===== src/rtl/cpc_pkg.sv =====
// ----------------------------------------------------------------------------
// cpc_pkg
// Shared widths, defaults, register indexes and helpers of the cascade PID.
// ----------------------------------------------------------------------------
package cpc_pkg;

   localparam int DATA_W   = 32;
   localparam int OPND_W   = 33;
   localparam int PROD_W   = 64;
   localparam int CSR_AW   = 3;

   localparam int FRAC_BITS_DEF       = 16;
   localparam int DEADBAND_DEF        = 0;
   localparam int INTEGRAL_LIMIT_DEF  = 6553600;
   localparam int D_ALPHA_DEF         = 32768;
   localparam int OUTER_OUT_LIMIT_DEF = 6553600;

   typedef enum logic [CSR_AW-1:0] {
      REG_OUTER_KP  = 3'd0,
      REG_OUTER_KI  = 3'd1,
      REG_OUTER_KD  = 3'd2,
      REG_INNER_KP  = 3'd3,
      REG_INNER_KI  = 3'd4,
      REG_INNER_KD  = 3'd5,
      REG_DRIVE_MIN = 3'd6,
      REG_DRIVE_MAX = 3'd7
   } csr_index_type;

   // handshake between sequencer and divider
   typedef struct packed {
      logic start;
   } div_ctrl_type;

   typedef struct packed {
      logic done;
   } div_stat_type;

   function automatic logic signed [DATA_W-1:0] sat32(input logic signed [PROD_W-1:0] v);
      logic signed [PROD_W-1:0] hi;
      logic signed [PROD_W-1:0] lo;
      hi = 64'sh0000_0000_7fff_ffff;
      lo = -64'sh0000_0000_8000_0000;
      if (v > hi) begin
         sat32 = 32'sh7fff_ffff;
      end else if (v < lo) begin
         sat32 = 32'sh8000_0000;
      end else begin
         sat32 = v[DATA_W-1:0];
      end
   endfunction

endpackage


===== src/rtl/cpc_mul.sv =====
// ----------------------------------------------------------------------------
// cpc_mul
// Shared signed multiplier with a registered product.
// ----------------------------------------------------------------------------
module cpc_mul import cpc_pkg::*; (
   input  logic                     clock,
   input  logic signed [OPND_W-1:0] op_a,
   input  logic signed [OPND_W-1:0] op_b,
   output logic signed [PROD_W-1:0] prod
);

   logic signed [2*OPND_W-1:0] full_in;
   logic signed [PROD_W-1:0]   prod_ff;

   assign full_in = op_a * op_b;

   always_ff @(posedge clock) begin
      prod_ff <= full_in[PROD_W-1:0];
   end

   assign prod = prod_ff;

endmodule


===== config.mk =====
export PLATFORM = sky130hd
export DESIGN_NAME = cpc_mul
export DESIGN_NICKNAME = d
export VERILOG_FILES = /design/src/rtl/cpc_pkg.sv /design/src/rtl/cpc_mul.sv
export SDC_FILE = /design/constraint.sdc
export NUM_CORES = 2
export LEC_CHECK = 0
export BUFFER_PORTS_ARGS = -buffer_cell sky130_fd_sc_hd__buf_2
export CORE_ASPECT_RATIO = 0.8
export CORE_MARGIN = 5
export CORE_UTILIZATION = 45
export CTS_CLUSTER_SIZE = 25
export DETAILED_ROUTE_END_ITERATION = 8
export SLEW_MARGIN = 20
export SYNTH_ARGS = -nofsm -noshare
export SYNTH_HDL_FRONTEND = slang
export SYNTH_SLANG_ARGS = --single-unit

===== constraint.sdc =====
create_clock -name clock -period 10.6 [get_ports clock]
set_input_delay 2.12 -clock clock [delete_from_list [all_inputs] [get_ports clock]]
set_output_delay 2.12 -clock clock [all_outputs]
set_load 0.02 [all_outputs]

==> out/results.tsv <==
stage	metric	value	unit
synth	syn_nets	5611	
clock_network	# H-tree levels	3	
synth	Most used DFF post-synth	dfxtp_1	
setup_path	Worst Setup SP	op_b[3]	
finish	number of flip-flops in the largest register	64	
clock_network	CTS root buf	clkbuf_16	
synth	Yosys warnings	0	
synth	synthesized area per cell	9.40	µm²
synth	Synth Cell Area	39500	µm²
finish	final-layout fill cell count	8404	
flow_run	max_cap viols	0	
grt	pin count of the biggest net entering global routing	34	
synth	Seq cells post-synth	64	
die	Core Region	87400	µm²
setup_path	worst path required time	10870	ps
clock_network	Num CTS Buffers	9	
die	# rows	97	
grt	initial antenna violation count	3	
sta	Slew HR	30.1	%
synth	Seq/Total Area, Yosys	3.24	%
grt	GRT Util Overall	24.8	%
place	Placer Congestion	0.909	
finish	Inserted Diodes	0	
sta	Hold WS	2240	ps
hold_path	hold crit path type	in -> reg	
finish	area grow syn2layout	4.96	%
synth	FFs w/ async S/R, synth	0	%
drt	final wirelength	110	mm
setup_path	CP startpoint kind	input port	
setup_path	CP Class	in -> reg	
setup_path	crit path cell chain	buf_2, nand2_1, inv_1, fa_1, fa_1, fa_1, inv_1, fa_1, inv_1, fa_1, fa_1, fa_1, inv_1, fa_1, inv_1, ha_1, nand3_1, nor4_1, nand3_1, o211ai_1, a211o_1, nand4_1, o311ai_2	
clock_network	Hold-fix buffers, CTS	0	
synth	Yosys cell types	57	
setup_path	crit path max-delay cell type	fa_1	
die	initial core utilization	45.3	%
setup_path	CP most frequent cell	fa_1	
setup_path	Critical path buffers and inverters	6	
setup_path	WP depth	23	
setup_path	crit path max fanout	33	
synth	EDFF count, synth	0	
sta	fin crit period	9920	ps
setup_path	CP top delay family	adder cells	
die	Die Y	275	µm
sta	RSZ-0062 raised after global routing	no	
clock_network	maximum root-to-sink buffer count	2	
grt	vias in the first global route	29000	
sta	Final Hold Viols	0	
place	number of port buffers	130	
sta	Setup WS post-layout	684	ps
finish	multi-input logic area	33400	µm²
sta	Final setup viols	0	
sta	Slew Limit Fails	0	
drt	Via-to-Cell Ratio	5.03	
setup_path	Worst Setup EP	prod[60]	
sta	Worst-Margin Slew	1050	ps
finish	FF+latch area	1280	µm²
clock_network	post-CTS setup buffer count	0	
drt	First-pass DRT Iterations	5	
sta	fin crit share	93.6	%
setup_path	CP endpoint kind	flop	
run_status	status	completed	
grt	first-pass GRT wire length	178	mm
clock_network	Clock Sink Count	64	
setup_path	CP Data Arrival Time	10190	ps
finish	share of layout cells above drive strength 1	4.92	%
die	Die W	341	µm
die	Total Die Area	93900	µm²
drt	vias	26800	
sta	setup TNS	0	ps
hold_path	Hold Path Depth	2	
clock_network	CTS tree	done	
drt	Routed Antenna Nets	0	
sta	Fmax	101	MHz
drt	DR iter-0 viols	2237	
grt	gr ovfl total	0	
synth	Post-Syn Instances	4207	
die	Ports	131	
drt	routed len/inst	20.7	µm
place	Post-DP HPWL	94.0	mm
setup_path	Worst path max stage delay	710	ps
drt	DRC viols	0	
finish	nets	5583	
place	Setup WS pre-CTS	404	ps
clock_network	CTS clk-pin slew, worst paths	70	ps
clock_network	post-cts sizing count	0	
kinds of logic (layout without fill, tap and decap cells):
group	Yosys count	in the layout	synth area share, %
multiplexers	1	1	0.0253
adder cells (fa/ha/maj)	1337	1337	63.7
XOR/XNOR	76	76	1.68
flip-flops	64	64	3.24
AND/OR/NAND/NOR	1221	1221	15.7
buffers and inverters	1308	1284	12.4
AO/OA/AOI/OAI	200	200	3.25
how the worst min path moves through the flow:
stage / endpoint / from
finish: prod[0] / op_b[0]
global route: prod[0] / op_b[0]
CTS: prod[0] / op_b[0]
detailed placement: prod[8] / prod[8]
global placement: prod[25] / prod[25]
floorplan: prod[0] / op_a[0]
synth_stat cells (21+ instances only):
cell type	count	area share [%]
xor2_1	21	0.47
o21ai_0	29	0.37
dfxtp_1	64	3.2
nand2_1	547	5.2
inv_1	1086	10
and2_1	548	8.7
nor2b_1	32	0.51
a21oi_1	69	0.87
fa_1	1125	57
xnor2_1	55	1.2
clkbuf_1	222	2.1
ha_1	212	6.7
layout by cell type, fill, tap and decap left out, types with 29 or more instances in the layout:
| cell type | Yosys | routed |
|---|---|---|
| a21oi_1 | 69 | 69 |
| and2_1 | 548 | 548 |
| buf_2 | 0 | 130 |
| buf_4 | 0 | 53 |
| dfxtp_1 | 64 | 64 |
| fa_1 | 1125 | 1125 |
| ha_1 | 212 | 212 |
| inv_1 | 1086 | 1086 |
| nand2_1 | 547 | 547 |
| nor2b_1 | 32 | 32 |
| o21ai_0 | 29 | 29 |
| xnor2_1 | 55 | 55 |
through the flow:
step	instance area (µm²)	util [%]	instances
2_1_floorplan	39500	-	4207
3_3_place_gp	41200	47.1	5306
3_5_place_dp	41200	47.1	5306
4_1_cts	41500	47.5	5321
5_1_grt	41500	47.5	5321
6_report	41500	47.5	5321
layer usage:
layer	wire length (µm)	GRT usage (%)
met3	13300	9.56
met5	31	0
met1	54500	40.0
met4	1810	4.18
met2	40300	31.4
final cells by class:
| cell class | count | share of cell area [%] |
|---|---|---|
| multi-input cells | 2835 | 80.4 |
| well taps | 1138 | 3.43 |
| inverters | 1086 | 9.82 |
| clock inverters | 5 | 0.196 |
| flip-flops and latches | 64 | 3.09 |
| clock buffers | 10 | 0.576 |
| repair buffers | 183 | 2.53 |
Power is left out: the tool's default activity adds up to more than one toggle a clock period on the data nets, which glitch-free logic cannot reach.
