[src/rtl/cpc_pkg.sv]
// ----------------------------------------------------------------------------
// cpc_pkg
// Shared widths, defaults, register indexes and helpers of the cascade PID.
// ----------------------------------------------------------------------------
package cpc_pkg;

   localparam int DATA_W   = 32;
   localparam int OPND_W   = 33;
   localparam int PROD_W   = 64;
   localparam int CSR_AW   = 3;

   localparam int FRAC_BITS_DEF       = 16;
   localparam int DEADBAND_DEF        = 0;
   localparam int INTEGRAL_LIMIT_DEF  = 6553600;
   localparam int D_ALPHA_DEF         = 32768;
   localparam int OUTER_OUT_LIMIT_DEF = 6553600;

   typedef enum logic [CSR_AW-1:0] {
      REG_OUTER_KP  = 3'd0,
      REG_OUTER_KI  = 3'd1,
      REG_OUTER_KD  = 3'd2,
      REG_INNER_KP  = 3'd3,
      REG_INNER_KI  = 3'd4,
      REG_INNER_KD  = 3'd5,
      REG_DRIVE_MIN = 3'd6,
      REG_DRIVE_MAX = 3'd7
   } csr_index_type;

   // handshake between sequencer and divider
   typedef struct packed {
      logic start;
   } div_ctrl_type;

   typedef struct packed {
      logic done;
   } div_stat_type;

   function automatic logic signed [DATA_W-1:0] sat32(input logic signed [PROD_W-1:0] v);
      logic signed [PROD_W-1:0] hi;
      logic signed [PROD_W-1:0] lo;
      hi = 64'sh0000_0000_7fff_ffff;
      lo = -64'sh0000_0000_8000_0000;
      if (v > hi) begin
         sat32 = 32'sh7fff_ffff;
      end else if (v < lo) begin
         sat32 = 32'sh8000_0000;
      end else begin
         sat32 = v[DATA_W-1:0];
      end
   endfunction

endpackage

[src/rtl/cpc_div.sv]
// ----------------------------------------------------------------------------
// cpc_div
// Bit-serial divider: sat32(trunc(num * 2^FRAC_BITS / den)), den positive.
// ----------------------------------------------------------------------------
module cpc_div import cpc_pkg::*; #(
   parameter int FRAC_BITS = FRAC_BITS_DEF
) (
   input  logic                     clock,
   input  logic                     reset,
   input  div_ctrl_type             ctrl,
   input  logic signed [OPND_W-1:0] num,
   input  logic signed [DATA_W-1:0] den,
   output div_stat_type             stat,
   output logic signed [DATA_W-1:0] quo
);

   localparam int DW  = OPND_W + FRAC_BITS;
   localparam int CW  = $clog2(DW + 1);

   logic              busy_ff, busy_in;
   logic              done_ff, done_in;
   logic              neg_ff, neg_in;
   logic [CW-1:0]     cnt_ff, cnt_in;
   logic [DW-1:0]     dvd_ff, dvd_in;
   logic [OPND_W-1:0] rem_ff, rem_in;
   logic [DATA_W-1:0] den_ff, den_in;
   logic [OPND_W-1:0] num_mag;
   logic [OPND_W-1:0] shifted;
   logic [OPND_W:0]   trial;
   logic signed [PROD_W-1:0] qval;

   assign num_mag = num[OPND_W-1] ? OPND_W'(-num) : OPND_W'(num);
   assign shifted = {rem_ff[OPND_W-2:0], dvd_ff[DW-1]};
   assign trial   = {1'b0, shifted} - {2'b00, den_ff[DATA_W-2:0]};

   always_comb begin
      busy_in = busy_ff;
      done_in = 1'b0;
      neg_in  = neg_ff;
      cnt_in  = cnt_ff;
      dvd_in  = dvd_ff;
      rem_in  = rem_ff;
      den_in  = den_ff;
      if (ctrl.start) begin
         busy_in = 1'b1;
         neg_in  = num[OPND_W-1];
         cnt_in  = CW'(DW);
         dvd_in  = {num_mag, {FRAC_BITS{1'b0}}};
         rem_in  = '0;
         den_in  = den;
      end else if (busy_ff) begin
         // quotient bits shift in where dividend bits leave
         if (!trial[OPND_W]) begin
            rem_in = trial[OPND_W-1:0];
            dvd_in = {dvd_ff[DW-2:0], 1'b1};
         end else begin
            rem_in = shifted;
            dvd_in = {dvd_ff[DW-2:0], 1'b0};
         end
         cnt_in = cnt_ff - CW'(1);
         if (cnt_ff == CW'(1)) begin
            busy_in = 1'b0;
            done_in = 1'b1;
         end
      end
   end

   always_ff @(posedge clock) begin
      if (reset) begin
         busy_ff <= 1'b0;
         done_ff <= 1'b0;
         cnt_ff  <= '0;
      end else begin
         busy_ff <= busy_in;
         done_ff <= done_in;
         cnt_ff  <= cnt_in;
      end
      neg_ff <= neg_in;
      dvd_ff <= dvd_in;
      rem_ff <= rem_in;
      den_ff <= den_in;
   end

   assign qval      = neg_ff ? -$signed(PROD_W'(dvd_ff)) : $signed(PROD_W'(dvd_ff));
   assign quo       = sat32(qval);
   assign stat.done = done_ff;

endmodule

[config.mk]
export PLATFORM = sky130hd
export DESIGN_NAME = cpc_div
export DESIGN_NICKNAME = d
export VERILOG_FILES = /design/src/rtl/cpc_pkg.sv /design/src/rtl/cpc_div.sv
export SDC_FILE = /design/constraint.sdc
export NUM_CORES = 1
export LEC_CHECK = 0
export BUFFER_PORTS_ARGS = -buffer_cell sky130_fd_sc_hd__clkbuf_2
export CAP_MARGIN = 20
export CELL_PAD_IN_SITES_DETAIL_PLACEMENT = 0
export CELL_PAD_IN_SITES_GLOBAL_PLACEMENT = 1
export CORE_UTILIZATION = 23
export CTS_BUF_LIST = sky130_fd_sc_hd__clkbuf_8
export DETAILED_ROUTE_END_ITERATION = 8
export PLACE_DENSITY = 0.51
export SYNTH_ARGS = -nofsm -noshare
export SYNTH_HDL_FRONTEND = slang
export SYNTH_SLANG_ARGS = --single-unit
[constraint.sdc]
create_clock -name clock -period 4 [get_ports clock]
set_clock_uncertainty 0.15 [all_clocks]
set_input_delay 0.6 -clock clock [delete_from_list [all_inputs] [get_ports clock]]
set_output_delay 0.6 -clock clock [all_outputs]
set_load 0.02 [all_outputs]
==> results.json, run 1 <==
{
  "power_mw": 4.072,
  "ios": 101,
  "r2r_start": "dvd_ff[48]",
  "max-slew-margin-rel_pct": 41.93,
  "yosys-top-cells-area": "edfxtp_1, dfxtp_1, xor2_1, ha_1, mux2i_1",
  "netlist_instances": 975,
  "synth_cell_type_count": 68,
  "synthFlopType": "edfxtp_1",
  "cts_buffers": 17,
  "routedWlPerCell_um": 15.67,
  "area_growth_pct": 29.51,
  "grt_max_degree": 63,
  "drive_above_1_share_pct": 25.87,
  "clk_pin_slew_ps": 80,
  "synth_edf_count": 65,
  "holdPathStages": 1,
  "synth_top_area_share_pct": 22.53,
  "arrival_ps": 3830,
  "firstDrtPassIters": 4,
  "end_kind": "output port",
  "dpl.hpwl_um": 19170,
  "cp-start-kind": "flip-flop",
  "synth_nets": 1079,
  "clock_latency_ps": 460,
  "finalSetupViolCount": 31,
  "clock_path_buffers": 2,
  "ctsHoldBuffers": 0,
  "status": "complete, but fails checks",
  "path_class": "flip-flop to output port",
  "postSynthRegisterBits": 121,
  "fin_ws_ps": -581.1,
  "cap_violations": 0,
  "yosysWarnings": 0,
  "peakVddDrop_mv": 0.1760,
  "hold_violations": 0,
  "drc": 0,
  "tightest_slew_ps": 871.0,
  "avgSynthCellArea_um2": 8.885,
  "cts_sinks": 121,
  "dp_slack_ps": -62.64,
  "avgViaCountPerCell": 4.629,
  "nets": 1235,
  "globalplace.congestion": 0.8458,
  "holdPathEnd": "den_ff[7]",
  "drt_wl_total_um": 25850,
  "grt_pass1_vias": 7506,
  "grt_remaining_overflow": 0,
  "r2r_end": "rem_ff[28]",
  "start_util_pct": 23.50,
  "cts_tree": "built",
  "die_area_um2": 38450,
  "r2r_cells": 12,
  "grt_pass1_wl_um": 41410,
  "fillers": 3938,
  "synth_seq_area_share_pct": 35.47,
  "period_minus_slack_ps": 4581,
  "p_leak_nw": 4.612,
  "worstPathRequired_ps": 3250,
  "vias": 7633,
  "grt_setup_unrepaired": "true",
  "fin_crit_sh_pct": 114.5,
  "holdCritStartpoint": "den[7]",
  "port_buffers": 99,
  "rows": 70,
  "crit_path_max_fanout": 22,
  "r2r_setup_slack_ps": 410,
  "layout_commonest_cell": "nor2_1",
  "die_h_um": 196.1,
  "root_buffer": "clkbuf_8",
  "power_density_nw_per_um2": 362.9,
  "antenna_left": 0,
  "final_cell_mix": "nor2_1, buf_4, nand2_1",
  "timing.fmax_mhz": 218.3,
  "drtIter0Drc": 383,
  "grt.total_usage_pct": 13.60,
  "h-tree-depth": 4,
  "yosysTopAreaCell": "edfxtp_1",
  "min_path_type": "input pin to flip-flop",
  "fp.dieW_um": 196.1,
  "violations": "setup timing",
  "antenna_found_initial": 1,
  "synthArstFlopShare_pct": 0,
  "syn_area_um2": 8663,
  "maxSlewViolCount": 0,
  "core_um2": 36870
}
-- kinds of logic (layout without fill, tap and decap cells) --
logic type               Yosys count  after routing  share of synthesized area, %
AND/OR/NAND/NOR                  301            301                         17.69
AO/OA/AOI/OAI                    270            270                         21.48
flip-flops                       121            121                         35.47
buffers and inverters            106            275                         5.257
XOR/XNOR                         102            102                         10.31
multiplexers                      39             39                         4.506
adder cells (fa/ha/maj)           36             36                         5.286
other                              0              1                             0
-- worst max-delay path: stages, from the launching register on --
cell and delay [ps]:
dfxtp_2 320, or4_4 560, nor3_4 260, buf_6 150, buf_6 110, nand4_4 130
buf_4 190, o31ai_4 250, xor2_2 190, nand4_1 150, nor4_2 350, a31o_4 250
buf_12 200, o21ai_2 80, clkbuf_8 160
-- registers in the layout, indices dropped and copies added, names as in the netlist --
name     flops
busy_ff      1
cnt_ff       6
den_ff      31
dvd_ff      49
neg_ff       1
rem_ff      32
stat         1
-- layout make-up --
type / count / area [µm²] / share of cell area [%]
multi-input combinational: 748 / 5344 / 47.63
tap: 504 / 630.6 / 5.621
clock inverter: 14 / 148.9 / 1.327
antenna: 1 / 2.502 / 0.02230
sequential: 121 / 3078 / 27.43
timing repair buffer: 192 / 1577 / 14.05
clock buffer: 18 / 247.7 / 2.208
inverter: 51 / 191.4 / 1.706
-- cells in the mapped netlist (14+ instances only) --
cell type and count:
xor2_1 76, a211oi_1 29, edfxtp_1 65, xnor2_1 26
o21ai_2 30, o21ai_0 69, a21o_1 14, nor2_1 91
or4_1 15, mux2i_1 39, clkbuf_1 41, nor3_1 19
o31ai_1 22, a21oi_1 34, or3_1 14, dfxtp_1 56
ha_1 35, inv_1 51, nand2_1 83
-- stage by stage --
step                      setup TNS (ps)  util [%]  hold slack [ps]  instances  cell area [µm²]
after global routing              -22330     30.43            126.0       1649            11220
after global placement             -1738     27.60            340.3       1603            10180
after floorplan                        0         -            321.4        975             8667
final                             -17260     30.43            162.7       1649            11220
after detailed placement           -1537     27.60            347.3       1603            10180
after CTS                         -16660     29.68            123.6       1639            10940
-- metal layers --
metal	vias to the layer above	track usage [%]	share of wire [%]
met4	0	4.167	1.8
met5	-	0	0
met1	3634	18.86	50
met2	107	21.51	46
met3	24	2.218	2.7
li1	3868	-	-
-- worst max path at each step --
stage / startpoint / endpoint / slack [ps] / cells after the start
floorplan: dvd_ff[31] / quo[10] / 80 / 10
global placement: dvd_ff[4] / quo[24] / -70 / 11
detailed placement: dvd_ff[4] / quo[8] / -60 / 11
CTS: dvd_ff[31] / quo[8] / -550 / 12
global route: dvd_ff[26] / quo[3] / -750 / 11
finish: dvd_ff[13] / quo[3] / -580 / 14
-- report_power, final --
| part | internal, mW | leakage [nW] | total (mW) | switching (mW) |
|---|---|---|---|---|
| Sequential | 1.43 | 1.12 | 1.53 | 0.0971 |
| Combinational | 0.629 | 3.30 | 1.41 | 0.784 |
| Clock | 0.572 | 0.195 | 1.13 | 0.561 |
-- repair_timing --
item,in CTS,in global routing
pin swaps,3,23
setup buffers,3,8
endpoints found under the setup margin,31,31
gates cloned,1,2
resized for setup,73,36
Power figures use the tool's default switching activity.
==> run 2, diff against run 1 <==
CORE_UTILIZATION = 42   (was 23)
PLACE_DENSITY = 0.82   (was 0.51)
clock period = 3.8 ns   (was 4 ns; I/O delays follow)
==> run 2 against run 1 <==
  * The flow still finishes with violations (setup timing)
  * Sequential power increased by 4%
  * Clock power increased by 16%
  * Setup slack got worse by 110 ps
  * Register-to-register slack got worse by 90 ps
  * Sequential share of layout area increased by 0.073 points
  * Largest cell class unchanged
  * Largest power group unchanged
  * Highest routed layer unchanged
==> results.json, run 2 (synthesized netlist as in run 1, its figures left out) <==
{
  "status": "complete, but fails checks",
  "violations": "setup timing",
  "clock_latency_ps": 450,
  "holdPathStages": 1,
  "die_h_um": 145.6,
  "place_inst": 1369,
  "final_area_um2": 11180,
  "ctsHoldBuffers": 0,
  "r2r_setup_slack_ps": 320,
  "holdPathEnd": "den_ff[17]",
  "max_stage_delay_ps": 580,
  "path_class": "flip-flop to output port",
  "clk_pin_slew_ps": 80,
  "power.internal_mw": 2.989,
  "p_switching_mw": 1.444,
  "fin_util_pct": 55.26,
  "r2r_start": "dvd_ff[48]",
  "peakVddDrop_mv": 0.3875,
  "firstDrtPassIters": 4,
  "cts_tree": "built",
  "switching_share_pct": 32.58,
  "met2_usage_pct": 36.15,
  "fin_ws_ps": -695.8,
  "grt_setup_unrepaired": "true",
  "maxSlewViolCount": 0,
  "drt_wl_total_um": 22140,
  "fin_crit_sh_pct": 118.3,
  "drc": 0,
  "holdCritStartpoint": "den[17]",
  "fp.dieW_um": 145.6,
  "tightest_slew_ps": 829.6,
  "ios": 101,
  "globalplace.congestion": 0.8798,
  "grt_pass1_vias": 7310,
  "die_area_um2": 21210,
  "diodes": 0,
  "post_dp_cell_area_um2": 10150,
  "busiest_layer": "met2",
  "core_um2": 20230,
  "min_path_type": "input pin to flip-flop",
  "area_growth_pct": 29.06,
  "cap_violations": 0,
  "largest-register": "dvd_ff",
  "hold_violations": 0,
  "drtIter0Drc": 394,
  "nets": 1234,
  "dpl.hpwl_um": 15740,
  "root_buffer": "clkbuf_8",
  "clock_path_buffers": 2,
  "cts_buffers": 17,
  "slowest_stage": "or4_4",
  "grt.total_usage_pct": 21.20,
  "h-tree-depth": 4,
  "combPwrFrac_pct": 34.5,
  "grt_pass1_wl_um": 36380,
  "layout_commonest_cell": "nor2_1",
  "max-slew-margin-rel_pct": 44.69,
  "grt_remaining_overflow": 0,
  "worstPathRequired_ps": 3080,
  "avgViaCountPerCell": 5.430,
  "final_cell_mix": "nor2_1, nand2_1, buf_4",
  "cts_sinks": 121,
  "r2r_cells": 12,
  "largest_reg_flops": 49,
  "p_seq_share_pct": 35.9,
  "fillers": 1826,
  "pwr-share-clk_pct": 29.6,
  "grtUsageMet1_pct": 27.54,
  "end_kind": "output port",
  "arrival_ps": 3780,
  "layout.cells.non_filler": 1413,
  "start_util_pct": 42.81,
  "rows": 52,
  "grt_max_degree": 75,
  "vias": 7673,
  "path_cells": "or4_4, nor4_4, buf_4, nand4_4, buf_6, o31ai_4, xor2_1, nor3_2, nand3_1, o31a_4, buf_12, o21ai_4, clkbuf_8",
  "period_minus_slack_ps": 4496,
  "cp-start-kind": "flip-flop",
  "r2r_end": "rem_ff[28]",
  "power_density_nw_per_um2": 396.5,
  "finalSetupViolCount": 31,
  "timing.fmax_mhz": 222.4,
  "drive_above_1_share_pct": 25.55,
  "use_met3_pct": 3.824,
  "antenna_left": 0,
  "top_regs": "dvd_ff x49, rem_ff x32, den_ff x31",
  "routedWlPerCell_um": 15.67,
  "port_buffers": 99,
  "crit_path_max_fanout": 7,
  "antenna_found_initial": 0,
  "p_leak_nw": 4.692
}
run 2: worst max path at each step:
stage                     cells past startpoint  slack [ps]      end       start
after detailed placement                     13        -200  quo[14]   dvd_ff[4]
after CTS                                    12        -630  quo[30]  dvd_ff[22]
after global placement                       13        -140  quo[14]   dvd_ff[4]
after global routing                         14        -840  quo[20]  dvd_ff[31]
final                                        13        -700  quo[21]  dvd_ff[31]
after floorplan                              13          -8  quo[10]   dvd_ff[0]
run 2: metal layers:
metal  vias to the layer above  wire, µm
li1                       3862         -
met1                      3627     10300
met2                       157     10710
met3                        27       767
met4                         0       361
met5                         -         0
run 2: area by class of cell:
class	instances	area, µm²	share of cell area (%)
multi-input combinational	748	5513	49.31
clock buffer	19	261.5	2.339
timing repair buffer	191	1614	14.44
clock inverter	13	187.7	1.679
sequential	121	3075	27.51
inverter	51	191.4	1.712
tap	270	337.8	3.021
run 2: what timing repair did:
action,CTS,global route
pin swaps,13,9
endpoints found under the setup margin,31,31
gates cloned,2,2
gates resized for setup,66,15
setup buffers,6,2
run 2: worst max-delay path, delay by kind of cell, from the launching register on:
kind	cells	cell delay [ps]
AND/OR/NAND/NOR	5	1290
AO/OA/AOI/OAI	3	810
buffers and inverters	4	700
XOR/XNOR	1	140
flip-flops	1	390
run 2: through the flow:
stage / total power, mW / setup TNS, ps / setup slack, ps / hold WS (ps)
after floorplan: 2.609 / -208.6 / -7.505 / 321.4
after detailed placement: 3.009 / -5578 / -201.0 / 345.3
after CTS: 4.421 / -18580 / -629.0 / 118.5
after global placement: 2.991 / -3822 / -143.6 / 338.0
final: 4.433 / -20750 / -695.8 / 142.1
after global routing: 4.676 / -25500 / -844.5 / 109.2
run 2: power groups by stage:
stage                     combinational (mW)  sequential [mW]  clock, mW
after floorplan                         1.01             1.60          0
after global placement                  1.38             1.61          0
after detailed placement                1.39             1.62          0
after CTS                               1.49             1.59       1.34
after global routing                    1.67             1.61       1.40
final                                   1.53             1.59       1.31
==> run 3, diff against run 2 <==
ABC_AREA = 1   (was default)
CORE_UTILIZATION = 44   (was 42)
PLACE_DENSITY = 0.86   (was 0.82)
clock period = 4.3 ns   (was 3.8 ns; I/O delays follow)
==> run 3 against run 2 <==
  * The run now ends clean
  * Final cell count up 26%
  * First-iteration DRC count up 38%
  * Register-to-register slack better by 1000 ps
  * Critical path type unchanged
  * Critical endpoint is now quo[30]
  * Largest cell class unchanged
==> results.json, run 3 <==
{
  "antenna_found_initial": 0,
  "yosysWarnings": 0,
  "fin_ws_ps": 326.8,
  "vias": 9084,
  "post_dp_cell_area_um2": 10090,
  "netlist_instances": 1397,
  "synth_cell_type_count": 50,
  "fin_crit_sh_pct": 92.40,
  "path_class": "flip-flop to output port",
  "layout.cells.non_filler": 1777,
  "synthFlopType": "edfxtp_1",
  "top_regs": "dvd_ff x49, rem_ff x32, den_ff x31",
  "drc": 0,
  "syn_area_um2": 9341,
  "firstDrtPassIters": 5,
  "status": "completed",
  "largest-register": "dvd_ff",
  "dp_slack_ps": 679.4,
  "clock_latency_ps": 460,
  "antenna_left": 0,
  "routedWlPerCell_um": 14.12,
  "fin_util_pct": 51.47,
  "max-slew-margin-rel_pct": 28.92,
  "grt_max_degree": 54,
  "avgViaCountPerCell": 5.112,
  "ctsHoldBuffers": 0,
  "arrival_ps": 3180,
  "ios": 101,
  "finalSetupViolCount": 0,
  "layout_commonest_cell": "nand2_1",
  "dpl.hpwl_um": 19360,
  "cts_tree": "built",
  "synthMostInstantiatedCell": "nand2_1",
  "max_stage_delay_ps": 310,
  "drtIter0Drc": 544,
  "grt.total_usage_pct": 23.68,
  "nets": 1598,
  "path_cells": "inv_1, ha_1, nand2_2, nor2_8, nand2_4, nor2_1, nand2_1, nand2_1, nand3_1, nor3_1, nand3_1, nor2_1, nand2_1, nand2_4, nand2_1, clkbuf_2",
  "synth_top_area_share_pct": 20.89,
  "die_h_um": 147.7,
  "drt_wl_total_um": 25090,
  "cpMostUsedCell": "nand2_1",
  "diodes": 0,
  "cap_violations": 0,
  "timing.fmax_mhz": 251.7,
  "holdWs_ps": 205.8,
  "fp.dieW_um": 147.7,
  "busiest_layer": "met2",
  "end_kind": "output port",
  "power_mw": 3.052,
  "tightest_slew_ps": 1065,
  "clk_pin_slew_ps": 80,
  "grtUsageMet1_pct": 31.33,
  "largest_reg_flops": 49,
  "yosys-top-cells-area": "edfxtp_1, nand2_1, dfxtp_1, nor2_1, inv_1",
  "avgSynthCellArea_um2": 6.687,
  "yosysTopAreaCell": "edfxtp_1",
  "crit_path_max_fanout": 31,
  "h-tree-depth": 4,
  "cp_top_family": "simple AND/OR/NAND/NOR gates",
  "grt_pass1_wl_um": 41070,
  "min_path_type": "input pin to flip-flop",
  "peakVddDrop_mv": 0.2228,
  "use_met3_pct": 4.012,
  "cp-start-kind": "flip-flop",
  "core_um2": 20490,
  "power_density_nw_per_um2": 289.4,
  "postSynthRegisterBits": 121,
  "place_inst": 1739,
  "yosys-top-cells-count": "nand2_1, nor2_1, inv_1",
  "maxSlewViolCount": 0,
  "cts_sinks": 121,
  "p_leak_nw": 4.822,
  "grt_setup_unrepaired": "false",
  "synth_seq_area_share_pct": 32.90,
  "clock_path_buffers": 2,
  "final_cell_mix": "nand2_1, nor2_1, inv_1",
  "rows": 52,
  "synthArstFlopShare_pct": 0,
  "grt_remaining_overflow": 0,
  "fin_tns_setup_ps": 0,
  "start_util_pct": 45.58,
  "crit_buf_inv": 2,
  "area_growth_pct": 12.93,
  "final_area_um2": 10550,
  "synth_nets": 1501,
  "die_area_um2": 21820,
  "synth_edf_count": 65,
  "cts_buffers": 17,
  "globalplace.congestion": 0.9140,
  "grt_pass1_vias": 8474,
  "period_minus_slack_ps": 3973,
  "worstPathRequired_ps": 3500,
  "root_buffer": "clkbuf_8",
  "drive_above_1_share_pct": 12.48,
  "hold_violations": 0,
  "slowest_stage": "dfxtp_1",
  "port_buffers": 99,
  "met2_usage_pct": 40.07
}
[run 3: cell types whose count changed after synthesis, moves of 18 or more]
cell | previous run | this run
nor2_1 | 91 | 181
o21ai_0 | 69 | 89
xor2_1 | 76 | 44
a211oi_1 | 29 | 2
mux2i_1 | 39 | 0
inv_1 | 51 | 171
nand3_1 | 10 | 78
clkbuf_1 | 41 | 23
a21oi_1 | 34 | 73
o22ai_1 | 3 | 32
o21ai_2 | 30 | 2
nand2_1 | 83 | 384
[run 3: final cells by class]
type                            instances  area, µm²
Fill cell                            2132       9946
Clock inverter                         15      160.2
Tap cell                              270      337.8
Sequential cell                       121       3073
Multi-Input combinational cell       1060       5415
Clock buffer                           17      234.0
Timing Repair Buffer                  116      660.6
Inverter                              178      668.1
[run 3: report_power, final]
part,internal (mW),switching (mW)
Clock,0.562,0.491
Sequential,1.29,0.0479
Combinational,0.216,0.440
Total,2.07,0.979
[run 3: routing by layer]
layer / part of all wire (%) / vias up
met1: 48 / 4084
met2: 46 / 205
met5: 0 / -
met4: 1.4 / 0
li1: - / 4770
met3: 4.5 / 25
[run 3: worst paths after layout]
| path | from | to | slack [ps] | cells past startpoint |
|---|---|---|---|---|
| setup / recovery | dvd_ff[0] | quo[30] | 330 | 16 |
| hold / removal | den[20] | den_ff[20] | 210 | 1 |
| setup reg to reg | dvd_ff[48] | rem_ff[22] | 1320 | 16 |
| hold reg to reg | rem_ff[31] | rem_ff[31] | 310 | 2 |
[run 3: cell families after synthesis]
logic type | count (synthesis) | synth area share, %
and+or+nand+nor | 720 | 32.59
AOI/OAI and AO/OA | 249 | 15.22
buffers and inverters | 216 | 9.242
DFF | 121 | 32.90
xor gates and xnor gates | 55 | 5.157
adders and majority gates | 36 | 4.902
[run 3: repair_timing]
item                                   in CTS  in global routing
setup buffers                               0                  6
setup endpoints to repair                   0                 31
endpoints found under the hold margin       0                  0
resized for setup                           0                  1
